**config.mk**
```make
export PLATFORM = sky130hd
export DESIGN_NAME = csm_fifo
export DESIGN_NICKNAME = d
export VERILOG_FILES = /design/src/hw/rtl/csm_pkg.sv /design/src/hw/rtl/csm_fifo.sv
export SDC_FILE = /design/constraint.sdc
export NUM_CORES = 1
export LEC_CHECK = 0
export BUFFER_PORTS_ARGS = -buffer_cell sky130_fd_sc_hd__buf_2
export CORE_ASPECT_RATIO = 1.1
export CORE_MARGIN = 2
export CORE_UTILIZATION = 30
export CTS_CLUSTER_DIAMETER = 100
export CTS_CLUSTER_SIZE = 25
export DETAILED_ROUTE_END_ITERATION = 10
export GPL_TIMING_DRIVEN = 1
export MAX_ROUTING_LAYER = met4
export PLACE_DENSITY = 0.55
export SLEW_MARGIN = 20
export SYNTH_ARGS = -nofsm -noshare
export SYNTH_HDL_FRONTEND = slang
export SYNTH_SLANG_ARGS = --single-unit
```
**constraint.sdc**
```tcl
create_clock -name clk -period 5.2 [get_ports clk]
set_input_delay 1.04 -clock clk [delete_from_list [all_inputs] [get_ports clk]]
set_output_delay 1.04 -clock clk [all_outputs]
set_load 0.01 [all_outputs]
```
**src/hw/rtl/csm_pkg.sv**
```systemverilog
// Shared constants, types and helpers for the complex sparse matrix-vector unit.
package csm_pkg;

	localparam int VECTOR_DEPTH = 1024;
	localparam int QUEUE_DEPTH  = 4;
	localparam int QUEUE_AW     = $clog2(QUEUE_DEPTH);

	localparam int DATA_W   = 32;
	localparam int IDX_W    = 10;
	localparam int KIND_W   = 2;
	localparam int ACC_W    = 64;
	localparam int PROD_W   = 40;
	localparam int FRAC_W   = 24;
	localparam int ROWCNT_W = 11;
	localparam int TDATA_W  = 80;
	localparam int PAD_W    = TDATA_W - IDX_W - 2 * DATA_W;

	localparam logic [ROWCNT_W-1:0] MAX_ROWS = 11'd1024;
	localparam logic [IDX_W-1:0]    LAST_ROW_RESET = 10'd1023;

	// Word kinds on the input stream
	localparam logic [KIND_W-1:0] KIND_WRITE   = 2'd0;
	localparam logic [KIND_W-1:0] KIND_NONZERO = 2'd1;
	localparam logic [KIND_W-1:0] KIND_EMPTY   = 2'd2;

	// One classified word handed from the front to the back
	typedef struct packed {
		logic              empty_row;
		logic              eor;
		logic [DATA_W-1:0] a_re;
		logic [DATA_W-1:0] a_im;
		logic [DATA_W-1:0] x_re;
		logic [DATA_W-1:0] x_im;
	} q_item_t;

	// Queue fill status
	typedef struct packed {
		logic full;
		logic empty;
	} q_status_t;

	// Saturate a 64-bit accumulator to signed 32 bits
	function automatic logic [DATA_W-1:0] sat32(input logic [ACC_W-1:0] v);
		logic [DATA_W-1:0] r;
		if ((v[ACC_W-1:DATA_W-1] == '0) || (v[ACC_W-1:DATA_W-1] == '1)) begin
			r = v[DATA_W-1:0];
		end else if (v[ACC_W-1]) begin
			r = {1'b1, {(DATA_W-1){1'b0}}};
		end else begin
			r = {1'b0, {(DATA_W-1){1'b1}}};
		end
		return r;
	endfunction

endpackage

```
**src/hw/rtl/csm_fifo.sv**
```systemverilog
// Short queue between the front and back ends.
module csm_fifo (
	input  logic               clk,
	input  logic               arst_n,
	input  logic               push,
	input  csm_pkg::q_item_t   wdata,
	input  logic               pop,
	output csm_pkg::q_item_t   rdata,
	output csm_pkg::q_status_t stat
);

	localparam int QD = csm_pkg::QUEUE_DEPTH;
	localparam int QA = csm_pkg::QUEUE_AW;

	csm_pkg::q_item_t entry_q [QD];
	logic [QA-1:0]    wr_ptr_q;
	logic [QA-1:0]    rd_ptr_q;
	logic [QA:0]      count_q;

	assign stat.full  = count_q == (QA+1)'(QD);
	assign stat.empty = count_q == '0;
	assign rdata      = entry_q[rd_ptr_q];

	// Store the pushed word
	always_ff @(posedge clk) begin
		if (push) begin
			entry_q[wr_ptr_q] <= wdata;
		end
	end

	// Advance pointers and fill count
	always_ff @(posedge clk or negedge arst_n) begin
		if (!arst_n) begin
			wr_ptr_q <= '0;
			rd_ptr_q <= '0;
			count_q  <= '0;
		end else begin
			if (push) begin
				wr_ptr_q <= (wr_ptr_q == QA'(QD - 1)) ? '0 : wr_ptr_q + 1'b1;
			end
			if (pop) begin
				rd_ptr_q <= (rd_ptr_q == QA'(QD - 1)) ? '0 : rd_ptr_q + 1'b1;
			end
			if (push && !pop) begin
				count_q <= count_q + 1'b1;
			end else if (pop && !push) begin
				count_q <= count_q - 1'b1;
			end
		end
	end

	a_no_overflow: assert property (@(posedge clk) disable iff (!arst_n)
		push |-> !stat.full)
		else $error("push into full queue");

	a_no_underflow: assert property (@(posedge clk) disable iff (!arst_n)
		pop |-> !stat.empty)
		else $error("pop from empty queue");

endmodule

```
==> results.json, run 1 <==
{
  "tns_ns": 0,
  "p_leak_nw": 7.32,
  "crit_fanout": 56,
  "power_frac_comb": 0.301,
  "synth-async-reset-ratio": 0.0133,
  "synth.area.top_cells": "edfxtp_1, mux4_2, dfrtp_1, buf_6, buf_2",
  "grt_pass1_vias": 9014,
  "ys_warn_count": 0,
  "crit_required_ns": 4.16,
  "yosysTopAreaCellShare": 0.815,
  "cts_num_sinks": 527,
  "synth_nets": 858,
  "synth_edf_count": 520,
  "antenna_found_initial": 12,
  "cp.arrival_ns": 2.57,
  "fin_nets": 1133,
  "worstMarginPinSlew_ns": 0.948,
  "synthAdderAreaFrac": 0.00496,
  "ys_seq_area_frac": 0.824,
  "dominantRegCellSynth": "edfxtp_1",
  "clk_latency_ns": 0.59,
  "pin_count": 266,
  "synth.avg_cell_area_sq_um": 26.7,
  "finalWorstSetupSlack_ns": 1.59,
  "cp_cell_sequence": "buf_12 > mux4_2 > buf_2",
  "cp_top_family": "flip-flops",
  "critPathBufInv": 2,
  "drc": 0,
  "synth-compound-area-share": 0.000522,
  "grt_max_degree": 93,
  "clockPowerShare": 0.202,
  "grt_pass1_wl_microns": 56200,
  "cp-end-kind": "output pin",
  "coreArea_sq_um": 63500,
  "path_class": "flip-flop to output pin",
  "htreeDepth": 1,
  "status": "complete, no violations",
  "swShare": 0.298,
  "ir_drop_mv": 0.321,
  "postRouteAntennaNets": 0,
  "fmax_mhz": 277,
  "yosysTopAreaCell": "edfxtp_1",
  "synth_mux_area_frac": 0.155,
  "powerDensity_nw_per_um2": 514,
  "dr_total_vias": 8327,
  "syn-cell-area_sq_um": 19200,
  "clockBufferDepth": 3,
  "critPathMaxStageDelay_ns": 1.06,
  "synth_top_family_by_area": "multiplexers",
  "hold_viol": 0,
  "num_rows": 97,
  "synthXorXnorAreaFrac": 0.00137,
  "cts_inserted_buffers": 26,
  "worstSetupStartpointType": "flip-flop",
  "syn_to_final_growth_pct": 16.7,
  "period_share": 0.695,
  "die_y_microns": 269,
  "cts_tree": "yes",
  "io_buffers": 265,
  "skew_ns": 0.0236,
  "worstHoldPathType": "input port to asynchronous set/reset pin",
  "grt.total_usage": 0.117,
  "finalMaxSlewViolations": 0,
  "drive_gt1_frac": 0.445,
  "dr.pass1.iters": 4,
  "routed_wirelength_microns": 38100,
  "grt_overflow": 0,
  "path_depth": 3,
  "start_util": 0.302,
  "ys_seq_elements": 527,
  "hpwl_microns": 22600,
  "dpl_worst_slack_ns": 2.13,
  "post-route-min-period_ns": 3.61,
  "rsz0062_at_grt": "false",
  "ctsResizeCount": 0,
  "dieWidth_microns": 245,
  "p_switching_mw": 3.42,
  "setup_viol": 0,
  "max_slew_margin": 0.368,
  "synth-simple-area-share": 0.00294,
  "p_int_mw": 8.07,
  "drt-wirelength-per-cell_microns": 20.5,
  "cap_violations": 0,
  "die_area_sq_um": 65900,
  "cts-root-buf": "clkbuf_16",
  "vias_per_cell": 4.48,
  "cts_setup_buffers": 0,
  "drt_first_iter_violations": 534,
  "reg2reg_depth": 4,
  "gp_congestion": 0.666,
  "synth_cells": 717,
  "power_frac_seq": 0.497,
  "hold_buffers": 0,
  "synthDistinctLibCells": 19,
  "crit_slowest_cell": "dfrtp_4",
  "clkSlewWorstSetupHoldPaths_ns": 0.09
}
==> area by class of cell <==
class | instances | area (sq um)
diodes | 12 | 30.0
clock buffers | 36 | 709
clock inverters | 4 | 87.6
flip-flops and latches | 527 | 15800
multi-input cells | 156 | 3160
well taps | 841 | 1050
fillers | 5870 | 41100
inverters | 4 | 15.0
repair buffers | 277 | 1520
==> cells in the mapped netlist (all sizes together) (2+ instances only) <==
cell / instances
and2: 4
buf: 26
clkbuf: 4
dfrtp: 7
edfxtp: 520
ha: 6
inv: 4
mux2: 3
mux4: 130
nand2: 2
nor2: 3
o21ai: 2
xor2: 2
==> routing by layer <==
| layer | vias up | share of wire | GRT usage |
|---|---|---|---|
| li1 | 3647 | - | - |
| met2 | 212 | 0.48 | 0.188 |
| met5 | - | 0 | - |
| met1 | 4431 | 0.41 | 0.142 |
| met3 | 37 | 0.093 | 0.0442 |
| met4 | 0 | 0.015 | 0.0239 |
==> worst paths after layout <==
path,from,endpoint,slack [ns]
worst max-delay path,rd_ptr_q[1],rdata[68],1.59
worst max register to register,wr_ptr_q[0],entry_q[0][92],2.89
min in group clk,count_q[2],count_q[2],0.49
worst min register to register,count_q[2],count_q[2],0.49
worst min-delay path,arst_n,count_q[1],0.28
max in group asynchronous,arst_n,rd_ptr_q[0],4.73
==> state kept, by name (all words and copies together) (netlist names) <==
| name | flops |
|---|---|
| wr_ptr_q | 2 |
| rd_ptr_q | 2 |
| entry_q | 520 |
| count_q | 3 |
==> cell families after synthesis <==
group	Yosys count
AO/OA/AOI/OAI	2
XOR/XNOR	3
adder cells (fa/ha/maj)	7
buffers and inverters	34
flip-flops	527
multiplexers	133
AND/OR/NAND/NOR	11
==> cells in the final DEF, fill, tap and decap left out <==
| master | netlist | routed |
|---|---|---|
| xnor2_1 | 1 | 1 |
| clkbuf_16 | 0 | 27 |
| mux2_2 | 3 | 3 |
| clkbuf_1 | 4 | 9 |
| xor2_1 | 2 | 2 |
| inv_8 | 0 | 1 |
| o21ai_0 | 2 | 2 |
| clkinv_8 | 0 | 1 |
| dfrtp_4 | 0 | 2 |
| fa_1 | 1 | 1 |
| buf_2 | 15 | 265 |
| mux4_2 | 130 | 130 |
| ha_1 | 6 | 6 |
| bufinv_16 | 0 | 1 |
| buf_12 | 0 | 8 |
| buf_4 | 1 | 4 |
| nand2_1 | 2 | 2 |
| nor2_1 | 3 | 3 |
| and2_4 | 0 | 4 |
| dfrtp_1 | 7 | 5 |
| edfxtp_1 | 520 | 520 |
| nor3b_1 | 1 | 1 |
| inv_1 | 4 | 4 |
| clkinv_16 | 0 | 1 |
| diode_2 | 0 | 12 |
| nor3_1 | 1 | 1 |
==> through the flow <==
step	hold WS, ns	instances	total power [mW]	instance area, sq um	utilization
6_report	0.279	1857	11.5	22400	0.352
2_1_floorplan	0.456	717	8.07	19200	-
4_1_cts	0.232	1845	11.8	22300	0.352
3_5_place_dp	0.484	1805	9.42	21500	0.339
5_1_grt	0.243	1857	12.1	22400	0.352
3_3_place_gp	0.477	1805	9.38	21500	0.339
==> power by group through the flow <==
stage / combinational [mW] / clock (mW) / sequential, mW
3_3_place_gp: 3.58 / 0 / 5.80
2_1_floorplan: 2.35 / 0 / 5.72
3_5_place_dp: 3.59 / 0 / 5.83
4_1_cts: 3.60 / 2.44 / 5.73
6_report: 3.46 / 2.32 / 5.71
5_1_grt: 3.77 / 2.56 / 5.79
Note: power is estimated with default switching activity, not from simulation.
==> inputs of run 2 (changes only) <==
--- a/config.mk
+++ b/config.mk
@@ -5,6 +5,7 @@
 export SDC_FILE = /design/constraint.sdc
 export NUM_CORES = 1
 export LEC_CHECK = 0
+export ABC_AREA = 1
 export BUFFER_PORTS_ARGS = -buffer_cell sky130_fd_sc_hd__buf_2
 export CORE_ASPECT_RATIO = 1.1
 export CORE_MARGIN = 2
@@ -14,7 +15,7 @@
 export DETAILED_ROUTE_END_ITERATION = 10
 export GPL_TIMING_DRIVEN = 1
 export MAX_ROUTING_LAYER = met4
-export PLACE_DENSITY = 0.55
+export PLACE_DENSITY = 0.56
 export SLEW_MARGIN = 20
 export SYNTH_ARGS = -nofsm -noshare
 export SYNTH_HDL_FRONTEND = slang
==> constraint.sdc (replaced) <==
create_clock -name clk -period 3.3 [get_ports clk]
set_input_delay 0.66 -clock clk [delete_from_list [all_inputs] [get_ports clk]]
set_output_delay 0.66 -clock clk [all_outputs]
set_load 0.01 [all_outputs]
==> run 2 against run 1 <==
- cell area grew 8.9%
- combinational power rose by 97%
- power rose by 66%
- wire length rose by 19%
- die area up 11%
- critical endpoint is now rdata[19]
- largest cell class unchanged
==> results.json, run 2 <==
{
  "worstSetupStartpointType": "flip-flop",
  "fin_nets": 1954,
  "drt-wirelength-per-cell_microns": 16.4,
  "reg2reg_depth": 4,
  "clkSlewWorstSetupHoldPaths_ns": 0.10,
  "die_y_microns": 284,
  "synth-async-reset-ratio": 0.0133,
  "grt_pass1_vias": 12297,
  "cts_inserted_buffers": 25,
  "cts_tree": "yes",
  "synth_edf_count": 520,
  "fmax_mhz": 320,
  "finalMaxSlewViolations": 0,
  "dpl-instance-area_sq_um": 23600,
  "antenna_found_initial": 8,
  "syn_to_final_growth_pct": 14.0,
  "htreeDepth": 1,
  "hold_path_depth": 1,
  "hold_viol": 0,
  "die_area_sq_um": 73400,
  "syn-cell-area_sq_um": 21400,
  "drt_first_iter_violations": 621,
  "powerDensity_nw_per_um2": 784,
  "critPathMaxStageDelay_ns": 0.52,
  "dp_cells": 2721,
  "start_util": 0.303,
  "ys_warn_count": 0,
  "skew_ns": 0.0121,
  "ys_seq_area_frac": 0.739,
  "whs_ns": 0.281,
  "largest_reg_flops": 520,
  "final_cells": 2769,
  "num_rows": 102,
  "crit_fanout": 155,
  "yosysTopAreaCellShare": 0.730,
  "routed_wirelength_microns": 45500,
  "grt_max_degree": 156,
  "ys_seq_elements": 527,
  "io_buffers": 265,
  "ff2ff_setup_slack_ns": 1.43,
  "worstHoldPathType": "input port to flip-flop",
  "yosysMostFrequentCell": "edfxtp_1",
  "status": "complete, no violations",
  "cts-root-buf": "clkbuf_16",
  "cts_num_sinks": 527,
  "post-route-min-period_ns": 3.12,
  "setup_viol": 0,
  "cap_violations": 0,
  "crit_required_ns": 2.64,
  "postRouteAntennaNets": 0,
  "drive_gt1_frac": 0.202,
  "synth_commonest_cells": "edfxtp_1, nand2_1, inv_1",
  "yosysTopAreaCell": "edfxtp_1",
  "final_common_cell": "edfxtp_1",
  "path_class": "flip-flop to output pin",
  "stdcell_area_sq_um": 24400,
  "cp.arrival_ns": 2.46,
  "dr.pass1.iters": 6,
  "vias_per_cell": 4.42,
  "rsz0062_at_grt": "false",
  "p_leak_nw": 9.57,
  "gp_congestion": 0.748,
  "cp-end-kind": "output pin",
  "worst_path_most_repeated_cell": "nand2_1",
  "top_register": "entry_q",
  "crit_slowest_cell": "dfrtp_1",
  "clockBufferDepth": 3,
  "final_core_util": 0.346,
  "ir_drop_mv": 0.441,
  "tns_ns": 0,
  "grt_pass1_wl_microns": 69700,
  "max_slew_margin": 0.550,
  "hpwl_microns": 27700,
  "synth_nets": 1710,
  "dominantRegCellSynth": "edfxtp_1",
  "worstMarginPinSlew_ns": 0.675,
  "synth.avg_cell_area_sq_um": 13.6,
  "synthDistinctLibCells": 21,
  "pin_count": 266,
  "final_cell_mix": "edfxtp_1, nand2_1, inv_1",
  "cp_cell_sequence": "inv_16 > buf_4 > nand2_1 > o211ai_1 > nand2_1 > buf_2",
  "reg_top3": "entry_q (520), count_q (3)",
  "synth.area.top_cells": "edfxtp_1, o211ai_1, nand2_1, inv_1, buf_6",
  "grt.total_usage": 0.125,
  "grt_overflow": 0,
  "synth_cells": 1569,
  "dr_total_vias": 12232,
  "coreArea_sq_um": 70400,
  "cts_setup_buffers": 0,
  "ctsResizeCount": 0,
  "period_share": 0.947,
  "dieWidth_microns": 259,
  "drc": 0,
  "clk_latency_ns": 0.59
}
==> run 2: cell count changes in the layout (fill, tap and decap cells not counted), moves of 9 or more <==
cell | before | now
mux4_2 | 130 | 0
o211ai_2 | 0 | 30
buf_4 | 4 | 20
nand2_1 | 2 | 405
inv_1 | 4 | 267
buf_12 | 8 | 17
o211ai_1 | 0 | 230
==> run 2: worst paths after layout <==
check                                   to        start
setup / recovery                 rdata[19]  rd_ptr_q[0]
hold / removal             entry_q[0][129]   wdata[129]
setup reg to reg            entry_q[3][74]  wr_ptr_q[0]
hold reg to reg                 count_q[2]   count_q[2]
max in group asynchronous      rd_ptr_q[1]       arst_n
min in group asynchronous      rd_ptr_q[1]       arst_n
==> run 2: critical path: cells and delay by family, from the launching register on <==
family / cells / cell delay [ns]
AO/OA/AOI/OAI: 1 / 0.10
flip-flops: 1 / 0.52
AND/OR/NAND/NOR: 2 / 0.16
buffers and inverters: 3 / 0.97
==> run 2: area by class of cell <==
cell class,instances,area [sq um]
Antenna cell,9,22.5
Clock buffer,32,652
Clock inverter,6,60.1
Fill cell,6837,46100
Inverter,273,1060
Multi-Input combinational cell,683,3770
Sequential cell,527,15800
Tap cell,936,1170
Timing Repair Buffer,303,1830
==> run 2: per-stage QoR <==
step	setup slack (ns)	total power, mW
6_report	0.175	19.1
5_1_grt	0.0226	20.4
4_1_cts	0.130	19.5
3_5_place_dp	0.798	16.0
3_3_place_gp	0.857	15.9
2_1_floorplan	0.241	13.6
==> run 2: timing repair <==
item / 4_1_cts / 5_1_grt
endpoints found under the hold margin: 7 / 0
hold buffers: 1 / 0
setup endpoints to repair: 0 / 0
==> run 2: per-layer routing <==
layer | share of wire | vias up | GRT usage
met5 | 0 | - | -
met4 | 0.016 | 0 | 0.0269
met3 | 0.066 | 41 | 0.0296
met2 | 0.50 | 249 | 0.214
met1 | 0.42 | 5976 | 0.149
li1 | - | 5966 | -
==> run 2: power breakdown <==
| part | leakage, nW | internal [mW] | switching [mW] |
|---|---|---|---|
| Combinational | 4.37 | 2.30 | 4.49 |
| Clock | 0.344 | 1.48 | 1.98 |
| Sequential | 4.86 | 8.55 | 0.301 |
| Total | 9.57 | 12.3 | 6.77 |
==> run 2: cells by family (layout without fill, tap and decap cells) <==
logic type / Yosys count / in the layout / synth area share
flops: 527 / 527 / 0.739
simple gates: 411 / 411 / 0.0725
buf+inv: 359 / 614 / 0.0848
compound gates: 264 / 264 / 0.0993
fa+ha+maj: 7 / 7 / 0.00445
xor+xnor: 1 / 1 / 0.000410
other cells: 0 / 9 / 0
==> inputs of run 3 (changes only) <==
--- a/config.mk
+++ b/config.mk
@@ -15,7 +15,7 @@
 export DETAILED_ROUTE_END_ITERATION = 10
 export GPL_TIMING_DRIVEN = 1
 export MAX_ROUTING_LAYER = met4
-export PLACE_DENSITY = 0.56
+export PLACE_DENSITY = 0.55
 export SLEW_MARGIN = 20
 export SYNTH_ARGS = -nofsm -noshare
 export SYNTH_HDL_FRONTEND = slang
==> constraint.sdc (replaced) <==
create_clock -name clk -period 3.41 [get_ports clk]
set_input_delay 0.682 -clock clk [delete_from_list [all_inputs] [get_ports clk]]
set_output_delay 0.682 -clock clk [all_outputs]
set_load 0.01 [all_outputs]
==> run 3 against run 2 <==
- hold slack better by 0.028 ns
- sequential share of layout area is 0.20 points higher
- power is 4.0% lower
- setup slack better by 0.14 ns
- die area stayed put
- sequential power is 3.2% lower
- register-to-register slack worse by 0.15 ns
- wire length is 0.37% higher
- combinational power is 5.0% lower
- critical path type unchanged
- largest cell class unchanged
- highest routed layer unchanged
==> results.json, run 3 (synthesized netlist as in run 2, its figures left out) <==
{
  "status": "complete, no violations",
  "cp_cell_sequence": "inv_16 > buf_4 > nand2_1 > o211ai_1 > nand2_1 > buf_2",
  "dpl_worst_slack_ns": 0.892,
  "worstMarginPinSlew_ns": 0.644,
  "gp_congestion": 0.736,
  "drt-wirelength-per-cell_microns": 16.5,
  "setup_viol": 0,
  "dp_cells": 2713,
  "seq_area_sq_um": 15800,
  "tns_ns": 0,
  "stdcell_area_sq_um": 24300,
  "cts-root-buf": "clkbuf_16",
  "clk_latency_ns": 0.58,
  "dieWidth_microns": 259,
  "pin_count": 266,
  "reg_top3": "entry_q (520), count_q (3)",
  "dpl-instance-area_sq_um": 23600,
  "finalWorstSetupSlack_ns": 0.315,
  "cp-end-kind": "output pin",
  "largest_reg_flops": 520,
  "worst_path_most_repeated_cell": "nand2_1",
  "critPathBufInv": 3,
  "grt_pass1_vias": 12083,
  "path_class": "flip-flop to output pin",
  "grt_overflow": 0,
  "cts_inserted_buffers": 25,
  "final_core_util": 0.345,
  "drt_first_iter_violations": 588,
  "hpwl_microns": 27200,
  "dr_total_vias": 12134,
  "hold_buffers": 1,
  "fin_nets": 1946,
  "worstHoldPathType": "input port to flip-flop",
  "io_buffers": 265,
  "ir_drop_mv": 0.459,
  "grt.total_usage": 0.126,
  "vias_per_cell": 4.39,
  "cap_violations": 0,
  "die_y_microns": 284,
  "whs_ns": 0.309,
  "htreeDepth": 1,
  "drive_gt1_frac": 0.198,
  "cp.arrival_ns": 2.41,
  "power_mw": 18.4,
  "period_share": 0.908,
  "drc": 0,
  "die_area_sq_um": 73400,
  "coreArea_sq_um": 70400,
  "fillers": 6825,
  "antenna_found_initial": 10,
  "num_rows": 102,
  "grt_pass1_wl_microns": 70000,
  "cts_num_sinks": 527,
  "finalMaxSlewViolations": 0,
  "post-route-min-period_ns": 3.10,
  "rsz0062_at_grt": "false",
  "final_cell_mix": "edfxtp_1, nand2_1, inv_1",
  "skew_ns": 0.0139,
  "cts_tree": "yes",
  "final_common_cell": "edfxtp_1",
  "cp_top_family": "buffers and inverters",
  "crit_slowest_cell": "dfrtp_1",
  "dr.pass1.iters": 5,
  "clkSlewWorstSetupHoldPaths_ns": 0.10,
  "max_slew_margin": 0.571,
  "worstSetupStartpointType": "flip-flop",
  "ctsResizeCount": 0,
  "grt_max_degree": 136,
  "syn_to_final_growth_pct": 13.6,
  "powerDensity_nw_per_um2": 756,
  "crit_required_ns": 2.73,
  "fmax_mhz": 323,
  "crit_fanout": 135,
  "critPathMaxStageDelay_ns": 0.52,
  "postRouteAntennaNets": 0,
  "start_util": 0.303,
  "multi_input_area_sq_um": 3770,
  "hold_viol": 0,
  "clockBufferDepth": 3,
  "top_register": "entry_q",
  "final_cells": 2762,
  "p_leak_nw": 9.52,
  "cts_setup_buffers": 0,
  "routed_wirelength_microns": 45600
}
## run 3: final cells by class
type | instances | share of cell area
Antenna cell | 10 | 0.00103
Sequential cell | 527 | 0.650
Timing Repair Buffer | 295 | 0.0727
Inverter | 273 | 0.0437
Clock inverter | 4 | 0.00139
Multi-Input combinational cell | 683 | 0.155
Clock buffer | 34 | 0.0272
Tap cell | 936 | 0.0482
## run 3: worst paths after layout
kind                             start         endpoint  slack (ns)  cells after the start
max                        rd_ptr_q[0]        rdata[16]        0.31                      6
min                         wdata[107]  entry_q[3][107]        0.31                      1
min in group asynchronous       arst_n      rd_ptr_q[1]        0.50                      2
max reg2reg                wr_ptr_q[0]   entry_q[0][75]        1.28                      5
min reg2reg                 count_q[2]       count_q[2]        0.54                      2
max in group asynchronous       arst_n      rd_ptr_q[1]        2.71                      2
## run 3: routing by layer
| layer | global-route usage | wire, microns |
|---|---|---|
| met3 | 0.0262 | 2580 |
| met4 | 0.0273 | 681 |
| met1 | 0.152 | 19600 |
| met2 | 0.216 | 22800 |
| met5 | - | 0 |
## run 3: where the power goes
part	total, mW	internal [mW]	switching [mW]
combinational	6.46	2.18	4.28
sequential	8.58	8.28	0.300
clock	3.31	1.37	1.94
total	18.4	11.8	6.52
